File: src/rtl/ctbl_pkg.sv
// shared types and constants of the cursor text buffer
package ctbl_pkg;

  // field widths
  localparam int REQ_W  = 3;
  localparam int CHAR_W = 8;
  localparam int ST_W   = 3;
  localparam int LINK_W = 7;

  // link value that points nowhere
  localparam logic [LINK_W-1:0] LINK_NULL = 7'h7F;

  // request codes
  localparam logic [REQ_W-1:0] REQ_LEFT   = 3'd0;
  localparam logic [REQ_W-1:0] REQ_RIGHT  = 3'd1;
  localparam logic [REQ_W-1:0] REQ_BACK   = 3'd2;
  localparam logic [REQ_W-1:0] REQ_INSERT = 3'd3;
  localparam logic [REQ_W-1:0] REQ_LIST   = 3'd4;

  // result status codes
  localparam logic [ST_W-1:0] ST_DONE  = 3'd0;
  localparam logic [ST_W-1:0] ST_EDGE  = 3'd1;
  localparam logic [ST_W-1:0] ST_FULL  = 3'd2;
  localparam logic [ST_W-1:0] ST_CHAR  = 3'd3;
  localparam logic [ST_W-1:0] ST_EMPTY = 3'd4;

  // node store strobes from the sequencer
  typedef struct packed {
    logic rd_en;
    logic wr_char;
    logic wr_prev;
    logic wr_next;
  } node_ctl_t;

endpackage

File: src/rtl/ctbl_req_if.sv
// request channel: valid/ready with request type and character
interface ctbl_req_if;
  import ctbl_pkg::*;

  logic              valid;
  logic              ready;
  logic [REQ_W-1:0]  req_type;
  logic [CHAR_W-1:0] char_in;

  modport source (output valid, output req_type, output char_in, input ready);
  modport sink   (input valid, input req_type, input char_in, output ready);
endinterface

File: src/rtl/ctbl_rsp_if.sv
// result channel: valid/ready with status, character and last flag
interface ctbl_rsp_if;
  import ctbl_pkg::*;

  logic              valid;
  logic              ready;
  logic [ST_W-1:0]   status;
  logic [CHAR_W-1:0] char_out;
  logic              last;

  modport source (output valid, output status, output char_out, output last, input ready);
  modport sink   (input valid, input status, input char_out, input last, output ready);
endinterface

File: src/rtl/cursor_text_buffer_linked_list_core.sv
// top level: request sequencer of the linked list text buffer
// Line-editing text buffer held as a doubly linked list of NODES nodes,
// node 0 being the head. Requests arrive on the req channel (valid/ready,
// a beat is taken when both are high); results leave on the rsp channel.
// Cursor moves, backspace and insert give one result with last set;
// a listing gives one beat per character, last on the final one, or one
// empty-status beat when the buffer holds nothing.
// Sequencing: a request is taken in S_IDLE, which reads its links from the
// node store; they come back in the next state, S_EDIT. Moves, backspace,
// full inserts and unknown codes then post their result from S_REPLY,
// subject to output wait. A successful insert passes through S_LINK first
// for its second pair of link writes (single write port per link memory).
// Listing reads one character at a time in S_LIST, bound by the node
// store read port.
// req.ready is high only while the sequencer is idle; one result register
// sits on the output, so a stalled receiver holds the sequencer at its
// next beat but never loses one. Reset empties the buffer, puts the
// cursor on the head node and restarts node allocation at node 1;
// freed nodes are not reused, so at most NODES-1 inserts succeed.
module cursor_text_buffer_linked_list_core #(
  parameter int NODES = 64
) (
  input  logic         clk,
  input  logic         rst,
  ctbl_req_if.sink     req,
  ctbl_rsp_if.source   rsp
);
  import ctbl_pkg::*;

  localparam int AW = $clog2(NODES);
  localparam int CW = $clog2(NODES);

  typedef enum logic [2:0] {
    S_IDLE,
    S_EDIT,
    S_LINK,
    S_LIST,
    S_REPLY
  } state_t;

  state_t            state, state_next;
  logic [AW-1:0]     cursor, cursor_next;
  logic [LINK_W-1:0] free_node, free_node_next;
  logic [ST_W-1:0]   st_hold, st_hold_next;
  logic [CW-1:0]     count, count_next;
  logic [REQ_W-1:0]  req_q, req_q_next;
  logic [CHAR_W-1:0] ch_q, ch_q_next;
  logic [LINK_W-1:0] n_hold, n_hold_next;
  logic              out_valid, out_valid_next;
  logic [ST_W-1:0]   out_status, out_status_next;
  logic [CHAR_W-1:0] out_char, out_char_next;
  logic              out_last, out_last_next;

  node_ctl_t         ctl;
  logic [AW-1:0]     rd_addr, char_waddr, prev_waddr, next_waddr;
  logic [CHAR_W-1:0] char_wdata, rd_char;
  logic [LINK_W-1:0] prev_wdata, next_wdata, rd_prev, rd_next;

  logic              p_ok, n_ok, free_ok, hold_ok, out_free, list_end;
  logic [CW:0]       count_inc;

  ctbl_node_store #(.NODES(NODES)) u_store (
    .clk        (clk),
    .rst        (rst),
    .ctl        (ctl),
    .rd_addr    (rd_addr),
    .char_waddr (char_waddr),
    .char_wdata (char_wdata),
    .prev_waddr (prev_waddr),
    .prev_wdata (prev_wdata),
    .next_waddr (next_waddr),
    .next_wdata (next_wdata),
    .rd_char    (rd_char),
    .rd_prev    (rd_prev),
    .rd_next    (rd_next)
  );

  // link checks against the node count
  assign p_ok      = rd_prev < LINK_W'(NODES);
  assign n_ok      = rd_next < LINK_W'(NODES);
  assign hold_ok   = n_hold < LINK_W'(NODES);
  assign free_ok   = free_node < LINK_W'(NODES);
  assign out_free  = !out_valid || rsp.ready;
  assign count_inc = {1'b0, count} + (CW+1)'(1);
  assign list_end  = !(n_ok && count_inc < (CW+1)'(NODES - 1));

  assign req.ready    = (state == S_IDLE);
  assign rsp.valid    = out_valid;
  assign rsp.status   = out_status;
  assign rsp.char_out = out_char;
  assign rsp.last     = out_last;

  // sequencer next state and node store control
  always_comb begin
    state_next      = state;
    cursor_next     = cursor;
    free_node_next  = free_node;
    st_hold_next    = st_hold;
    count_next      = count;
    req_q_next      = req_q;
    ch_q_next       = ch_q;
    n_hold_next     = n_hold;
    out_valid_next  = out_valid && !rsp.ready;
    out_status_next = out_status;
    out_char_next   = out_char;
    out_last_next   = out_last;

    ctl        = '0;
    rd_addr    = cursor;
    char_waddr = free_node[AW-1:0];
    char_wdata = ch_q;
    prev_waddr = free_node[AW-1:0];
    prev_wdata = LINK_W'(cursor);
    next_waddr = free_node[AW-1:0];
    next_wdata = LINK_NULL;

    case (state)
      // take a request and fetch the links it needs
      S_IDLE: begin
        if (req.valid) begin
          req_q_next = req.req_type;
          ch_q_next  = req.char_in;
          ctl.rd_en  = 1'b1;
          rd_addr    = (req.req_type == REQ_LIST) ? AW'(0) : cursor;
          state_next = S_EDIT;
        end
      end

      // links of the cursor node (or head node for a listing) are here
      S_EDIT: begin
        state_next = S_REPLY;
        case (req_q)
          REQ_LEFT: begin
            if (p_ok) begin
              cursor_next  = rd_prev[AW-1:0];
              st_hold_next = ST_DONE;
            end else begin
              st_hold_next = ST_EDGE;
            end
          end
          REQ_RIGHT: begin
            if (n_ok) begin
              cursor_next  = rd_next[AW-1:0];
              st_hold_next = ST_DONE;
            end else begin
              st_hold_next = ST_EDGE;
            end
          end
          REQ_BACK: begin
            if (p_ok) begin
              ctl.wr_next = 1'b1;
              next_waddr  = rd_prev[AW-1:0];
              next_wdata  = n_ok ? rd_next : LINK_NULL;
              if (n_ok) begin
                ctl.wr_prev = 1'b1;
                prev_waddr  = rd_next[AW-1:0];
                prev_wdata  = rd_prev;
              end
              cursor_next  = rd_prev[AW-1:0];
              st_hold_next = ST_DONE;
            end else begin
              st_hold_next = ST_EDGE;
            end
          end
          REQ_INSERT: begin
            if (free_ok) begin
              // fill the fresh node first, relink neighbors next cycle
              ctl.wr_char = 1'b1;
              ctl.wr_prev = 1'b1;
              ctl.wr_next = 1'b1;
              next_wdata  = n_ok ? rd_next : LINK_NULL;
              n_hold_next = rd_next;
              state_next  = S_LINK;
            end else begin
              st_hold_next = ST_FULL;
            end
          end
          REQ_LIST: begin
            if (n_ok) begin
              ctl.rd_en  = 1'b1;
              rd_addr    = rd_next[AW-1:0];
              count_next = '0;
              state_next = S_LIST;
            end else begin
              st_hold_next = ST_EMPTY;
            end
          end
          default: begin
            st_hold_next = ST_EDGE;
          end
        endcase
      end

      // splice the fresh node between cursor and its old successor
      S_LINK: begin
        if (hold_ok) begin
          ctl.wr_prev = 1'b1;
          prev_waddr  = n_hold[AW-1:0];
          prev_wdata  = free_node;
        end
        ctl.wr_next    = 1'b1;
        next_waddr     = cursor;
        next_wdata     = free_node;
        cursor_next    = free_node[AW-1:0];
        free_node_next = free_node + LINK_W'(1);
        st_hold_next   = ST_DONE;
        state_next     = S_REPLY;
      end

      // one character beat per cycle while the output drains
      S_LIST: begin
        if (out_free) begin
          out_valid_next  = 1'b1;
          out_status_next = ST_CHAR;
          out_char_next   = rd_char;
          out_last_next   = list_end;
          if (list_end) begin
            state_next = S_IDLE;
          end else begin
            ctl.rd_en  = 1'b1;
            rd_addr    = rd_next[AW-1:0];
            count_next = count_inc[CW-1:0];
          end
        end
      end

      // single status beat
      S_REPLY: begin
        if (out_free) begin
          out_valid_next  = 1'b1;
          out_status_next = st_hold;
          out_char_next   = '0;
          out_last_next   = 1'b1;
          state_next      = S_IDLE;
        end
      end

      default: begin
        state_next = S_IDLE;
      end
    endcase
  end

  // state and registered outputs
  always_ff @(posedge clk) begin
    if (rst) begin
      state     <= S_IDLE;
      cursor    <= '0;
      free_node <= LINK_W'(1);
      out_valid <= 1'b0;
    end else begin
      state     <= state_next;
      cursor    <= cursor_next;
      free_node <= free_node_next;
      out_valid <= out_valid_next;
    end
    st_hold    <= st_hold_next;
    count      <= count_next;
    req_q      <= req_q_next;
    ch_q       <= ch_q_next;
    n_hold     <= n_hold_next;
    out_status <= out_status_next;
    out_char   <= out_char_next;
    out_last   <= out_last_next;
  end

endmodule

File: src/rtl/ctbl_node_store.sv
// node memories: characters, previous and next links, head link register
module ctbl_node_store #(
  parameter int NODES = 64
) (
  input  logic                        clk,
  input  logic                        rst,
  input  ctbl_pkg::node_ctl_t         ctl,
  input  logic [$clog2(NODES)-1:0]    rd_addr,
  input  logic [$clog2(NODES)-1:0]    char_waddr,
  input  logic [ctbl_pkg::CHAR_W-1:0] char_wdata,
  input  logic [$clog2(NODES)-1:0]    prev_waddr,
  input  logic [ctbl_pkg::LINK_W-1:0] prev_wdata,
  input  logic [$clog2(NODES)-1:0]    next_waddr,
  input  logic [ctbl_pkg::LINK_W-1:0] next_wdata,
  output logic [ctbl_pkg::CHAR_W-1:0] rd_char,
  output logic [ctbl_pkg::LINK_W-1:0] rd_prev,
  output logic [ctbl_pkg::LINK_W-1:0] rd_next
);
  import ctbl_pkg::*;

  localparam int AW = $clog2(NODES);

  logic [CHAR_W-1:0] char_mem [NODES];
  logic [LINK_W-1:0] prev_mem [NODES];
  logic [LINK_W-1:0] next_mem [NODES];
  logic [LINK_W-1:0] head_next;

  // head node link lives in a register so reset can clear it
  always_ff @(posedge clk) begin
    if (rst) begin
      head_next <= LINK_NULL;
    end else if (ctl.wr_next && next_waddr == AW'(0)) begin
      head_next <= next_wdata;
    end
  end

  // write ports
  always_ff @(posedge clk) begin
    if (ctl.wr_char) begin
      char_mem[char_waddr] <= char_wdata;
    end
    if (ctl.wr_prev) begin
      prev_mem[prev_waddr] <= prev_wdata;
    end
    if (ctl.wr_next) begin
      next_mem[next_waddr] <= next_wdata;
    end
  end

  // registered read port, head node served from its register
  always_ff @(posedge clk) begin
    if (ctl.rd_en) begin
      rd_char <= char_mem[rd_addr];
      if (rd_addr == AW'(0)) begin
        rd_prev <= LINK_NULL;
        rd_next <= head_next;
      end else begin
        rd_prev <= prev_mem[rd_addr];
        rd_next <= next_mem[rd_addr];
      end
    end
  end

endmodule

File: src/flat_wrapper.sv
// flat-port wrapper written by rule: the top's interface ports become plain ports
module cursor_text_buffer_linked_list_core_flat import ctbl_pkg::*;
#(
  parameter int NODES = 64
)
  (clk, rst, req_valid, req_req_type, req_char_in, req_ready, rsp_valid, rsp_status, rsp_char_out, rsp_last, rsp_ready);
  ctbl_req_if req_i ();
  ctbl_rsp_if rsp_i ();
  input  logic clk;
  input  logic rst;
  input wire logic [$bits(req_i.valid)-1:0] req_valid;
  input wire logic [$bits(req_i.req_type)-1:0] req_req_type;
  input wire logic [$bits(req_i.char_in)-1:0] req_char_in;
  output wire logic [$bits(req_i.ready)-1:0] req_ready;
  output wire logic [$bits(rsp_i.valid)-1:0] rsp_valid;
  output wire logic [$bits(rsp_i.status)-1:0] rsp_status;
  output wire logic [$bits(rsp_i.char_out)-1:0] rsp_char_out;
  output wire logic [$bits(rsp_i.last)-1:0] rsp_last;
  input wire logic [$bits(rsp_i.ready)-1:0] rsp_ready;
  assign req_i.valid = req_valid;
  assign req_i.req_type = req_req_type;
  assign req_i.char_in = req_char_in;
  assign req_ready = req_i.ready;
  assign rsp_valid = rsp_i.valid;
  assign rsp_status = rsp_i.status;
  assign rsp_char_out = rsp_i.char_out;
  assign rsp_last = rsp_i.last;
  assign rsp_i.ready = rsp_ready;
  cursor_text_buffer_linked_list_core #(.NODES(NODES)) u_core (.clk(clk), .rst(rst), .req(req_i), .rsp(rsp_i));
endmodule
File: config.mk
export PLATFORM = sky130hd
export DESIGN_NAME = cursor_text_buffer_linked_list_core_flat
export DESIGN_NICKNAME = d
export VERILOG_FILES = /design/src/rtl/ctbl_pkg.sv /design/src/rtl/ctbl_req_if.sv /design/src/rtl/ctbl_rsp_if.sv /design/src/rtl/cursor_text_buffer_linked_list_core.sv /design/src/rtl/ctbl_node_store.sv /design/src/flat_wrapper.sv
export SDC_FILE = /design/constraint.sdc
export NUM_CORES = 2
export LEC_CHECK = 0
export BUFFER_PORTS_ARGS = -buffer_cell sky130_fd_sc_hd__buf_2
export CORE_MARGIN = 10
export CORE_UTILIZATION = 50
export DETAILED_ROUTE_END_ITERATION = 8
export PLACE_DENSITY = 0.7
export SYNTH_ARGS = -nofsm -noshare
export SYNTH_HDL_FRONTEND = slang
export SYNTH_SLANG_ARGS = --single-unit
File: constraint.sdc
create_clock -name clk -period 4.3 [get_ports clk]
set_input_delay 0.43 -clock clk [delete_from_list [all_inputs] [get_ports clk]]
set_output_delay 0.43 -clock clk [all_outputs]
set_load 0.02 [all_outputs]
==> results.ini <==
[detailed_routing]
routed-via-count = 39231
drt_iter0_drc = 5015
post_drt_wl_per_cell_um = 23.5
viasPerCell = 5.95
drt-pass1-iter-count = 6
antenna_left = 0
wirelength_um = 155000
drc = 0

[clocking]
clk_root_buffer_cell = clkbuf_16
cts_made_buffers = 152
insertion_delay_ns = 0.78
cts_buffer_depth = 3
cts.clk_slew.worst_paths_ns = 0.06
numClockSinks = 1493
cts_tree = built
cts_max_level = 4

[setup_path]
worstReg2RegStart = u_core.req_q[0]
slowest_delay_ns = 0.67
crit_end = u_core.u_store.rd_next[2]
crit_start = u_core.req_q[0]
cp_common_cell = a31oi_1
r2r_cells = 9
r2r_end = u_core.u_store.rd_next[2]
critPathArrivalTime_ns = 4.73
crit_buf_inv = 0
cp_slowest_cell = a22oi_2
setup.worst_path.class = reg2reg
cp-start-kind = flip-flop
worstSetupPathDepth = 9
crit_family = compound AO/OA/AOI/OAI gates
cp_max_fo = 9
worst_setup_path_end_kind = flip-flop
r2r_setup_slack_ns = 0.09
crit_required_ns = 4.83
crit_chain = or4b_1, a31oi_1, o211ai_1, a22oi_2, nor2_1, a22o_1, o41ai_1, a31oi_1, o32a_1

[timing]
setup_tns_ns = 0
max_slew_margin_pct = 4.79
max_freq_ghz = 0.238
rsz0062_at_grt = no
fin_crit_ns = 4.21
post-route-period-util_pct = 97.8
worst_slew_pin_slew_ns = 1.43
finClkSkew_ns = 0.0279
setup_viol = 0
maxSlewViolCount = 0
hold_viol_final = 0

[min_path]
min_path_cells = 2
hp-class = in2reg

[cells_and_area]
final_area_mm2 = 0.0689
synthToLayoutAreaGrowth_pct = 13.4
drive_above_1_share_pct = 10.6
postLayoutCoreUtil_pct = 57.3
nets = 4880

[yosys]
avgSynthCellArea_um2 = 12.9
netlist_area_mm2 = 0.0608
synth_edf_count = 1469
ys_seq_area_share_pct = 73.4
yosys_register_bits = 1493
synth_cell_types = 68
syn_inst = 4720
ys_warn_count = 0
async_flop_share_pct = 0
syn_nets = 4737
synth_top_flop_cell = edfxtp_1

[die]
rows = 127
fp.coreArea_mm2 = 0.120
die_area_mm2 = 0.136
fp.dieH_um = 369
io_pins = 29
fp.dieW_um = 369
initial_core_util_pct = 50.5

[place]
place_congestion = 0.895
dpl_cell_area_mm2 = 0.0639
dp_hpwl_um = 95400
numPortBuffers = 28

[global_routing]
antenna_found_initial = 1
grt_pass1_wl_um = 234000
grt_pass1_vias = 37946
grt_max_degree = 95
grt_use_total_pct = 22.3
gr-total-overflow = 0

[pwr]
leakagePower_nw = 24.3
ir_worst_vdd_mv = 0.337
power_per_cell_area_mw_per_mm2 = 486

[outcome]
status = finished, final reports clean

[flow_run]
cap_violations = 0

report_power, final:
part	internal, mW	total, mW	leakage [nW]	switching (mW)
combinational	1.32	4.27	8.52	2.95
sequential	16.3	16.5	13.4	0.155
clock	7.08	12.7	2.35	5.65
worst reg2reg max path, cell delays in order, from the launching register on:
cell,delay (ns)
edfxtp_1,0.49
or4b_1,0.54
a31oi_1,0.36
o211ai_1,0.32
a22oi_2,0.67
nor2_1,0.38
a22o_1,0.31
o41ai_1,0.46
a31oi_1,0.12
o32a_1,0.31
area by class of cell:
cell class,instances,area [µm²]
clock inverter,83,767
clock buffer,193,4060
sequential,1493,44600
tap,1612,2020
fill,9297,51400
antenna,1,2.50
inverter,4,17.5
multi-input combinational,2928,14900
timing repair buffer,284,2520
cell usage in the layout (no fill, tap or decap), drive strengths merged, types with 40 or more instances in the layout:
master	instances
edfxtp	1469
nand2	1190
nand3	778
buf	272
nor2	250
clkbuf	194
mux2i	180
a21oi	101
clkinv	62
a22oi	41
and3	40
kinds of logic after synthesis:
group | Yosys count | share of synthesized area, %
buf+inv | 299 | 2.25
mux | 180 | 2.96
compound gates | 366 | 4.32
flops | 1493 | 73.4
xor+xnor | 9 | 0.130
simple gates | 2371 | 16.9
fa+ha+maj | 2 | 0.0412
how the worst min path moves through the flow:
stage	start	endpoint	slack (ns)
floorplan	u_core.u_store.rd_next[6]	u_core.n_hold[6]	0.42
global placement	u_core.u_store.head_next[3]	u_core.u_store.head_next[3]	0.44
detailed placement	u_core.u_store.head_next[0]	u_core.u_store.head_next[0]	0.45
CTS	rst	u_core.free_node[2]	0.12
global route	rst	u_core.free_node[2]	0.16
finish	rst	u_core.free_node[4]	0.15
stage by stage:
stage | worst slack, ns | instances | hold WS (ns) | power [mW]
after global routing | 0.0202 | 6597 | 0.161 | 34.5
after CTS | 0.0103 | 6592 | 0.123 | 33.5
after floorplan | 0.801 | 4720 | 0.421 | 19.3
after detailed placement | 0.0562 | 6305 | 0.452 | 21.0
final | 0.0929 | 6598 | 0.148 | 33.5
after global placement | 0.117 | 6305 | 0.445 | 20.9
repair_timing:
action / in CTS / in global routing
hold endpoints to repair: 11 / 0
resized for setup: 0 / 4
buffers inserted: 0 / 4
hold buffers: 11 / 0
endpoints found under the setup margin: 0 / 8
cell usage after synthesis (all sizes together) (5+ instances only):
| cell | instances | share of area (%) |
|---|---|---|
| and3 | 40 | 0.41 |
| nand3b | 9 | 0.11 |
| nor2 | 250 | 1.5 |
| a22o | 7 | 0.10 |
| clkbuf | 104 | 0.64 |
| a21boi | 8 | 0.099 |
| a211o | 12 | 0.17 |
| a31oi | 37 | 0.41 |
| buf | 191 | 1.6 |
| nor2b | 24 | 0.25 |
| nand3 | 778 | 6.4 |
| nand2b | 6 | 0.062 |
| and2 | 12 | 0.12 |
| or3 | 5 | 0.051 |
| a22oi | 41 | 0.52 |
| a311oi | 21 | 0.30 |
| nand2 | 1190 | 7.3 |
| nor3 | 22 | 0.20 |
| mux2i | 180 | 3.0 |
| a32o | 8 | 0.13 |
| edfxtp | 1469 | 73 |
| a21oi | 101 | 0.83 |
| nand4 | 21 | 0.22 |
| o22ai | 9 | 0.093 |
| a222oi | 5 | 0.082 |
| xor2 | 6 | 0.086 |
| dfxtp | 24 | 0.79 |
| a221oi | 17 | 0.24 |
| a221o | 18 | 0.30 |
| a211oi | 16 | 0.22 |
| o21ai | 24 | 0.20 |
| o211ai | 9 | 0.12 |
state kept, by name, summed over array words and instances (netlist names):
name / cells
u_core.u_store.char_mem: 512
u_core.cursor: 6
u_core.st_hold: 3
u_core.u_store.rd_char: 8
u_core.state: 3
u_core.rsp.valid: 1
u_core.free_node: 7
u_core.u_store.head_next: 7
u_core.n_hold: 7
u_core.rsp.status: 3
u_core.req_q: 3
u_core.u_store.rd_next: 7
u_core.u_store.prev_mem: 448
u_core.rsp.char_out: 8
u_core.rsp.last: 1
u_core.u_store.rd_prev: 7
u_core.count: 6
u_core.u_store.next_mem: 448
u_core.ch_q: 8
routing by layer:
layer  routed length, µm  vias up  global-route usage, %  part of all wire [%]
met5                  10        -                      0                0.0064
met4                5190        2                   8.15                   3.3
met3               14000      336                   3.90                   9.0
met2               73800     1948                   35.6                    47
met1               62300    19313                   30.6                    40
li1                    -    17632                      -                     -
No activity file was read; power rests on OpenSTA's default activity.
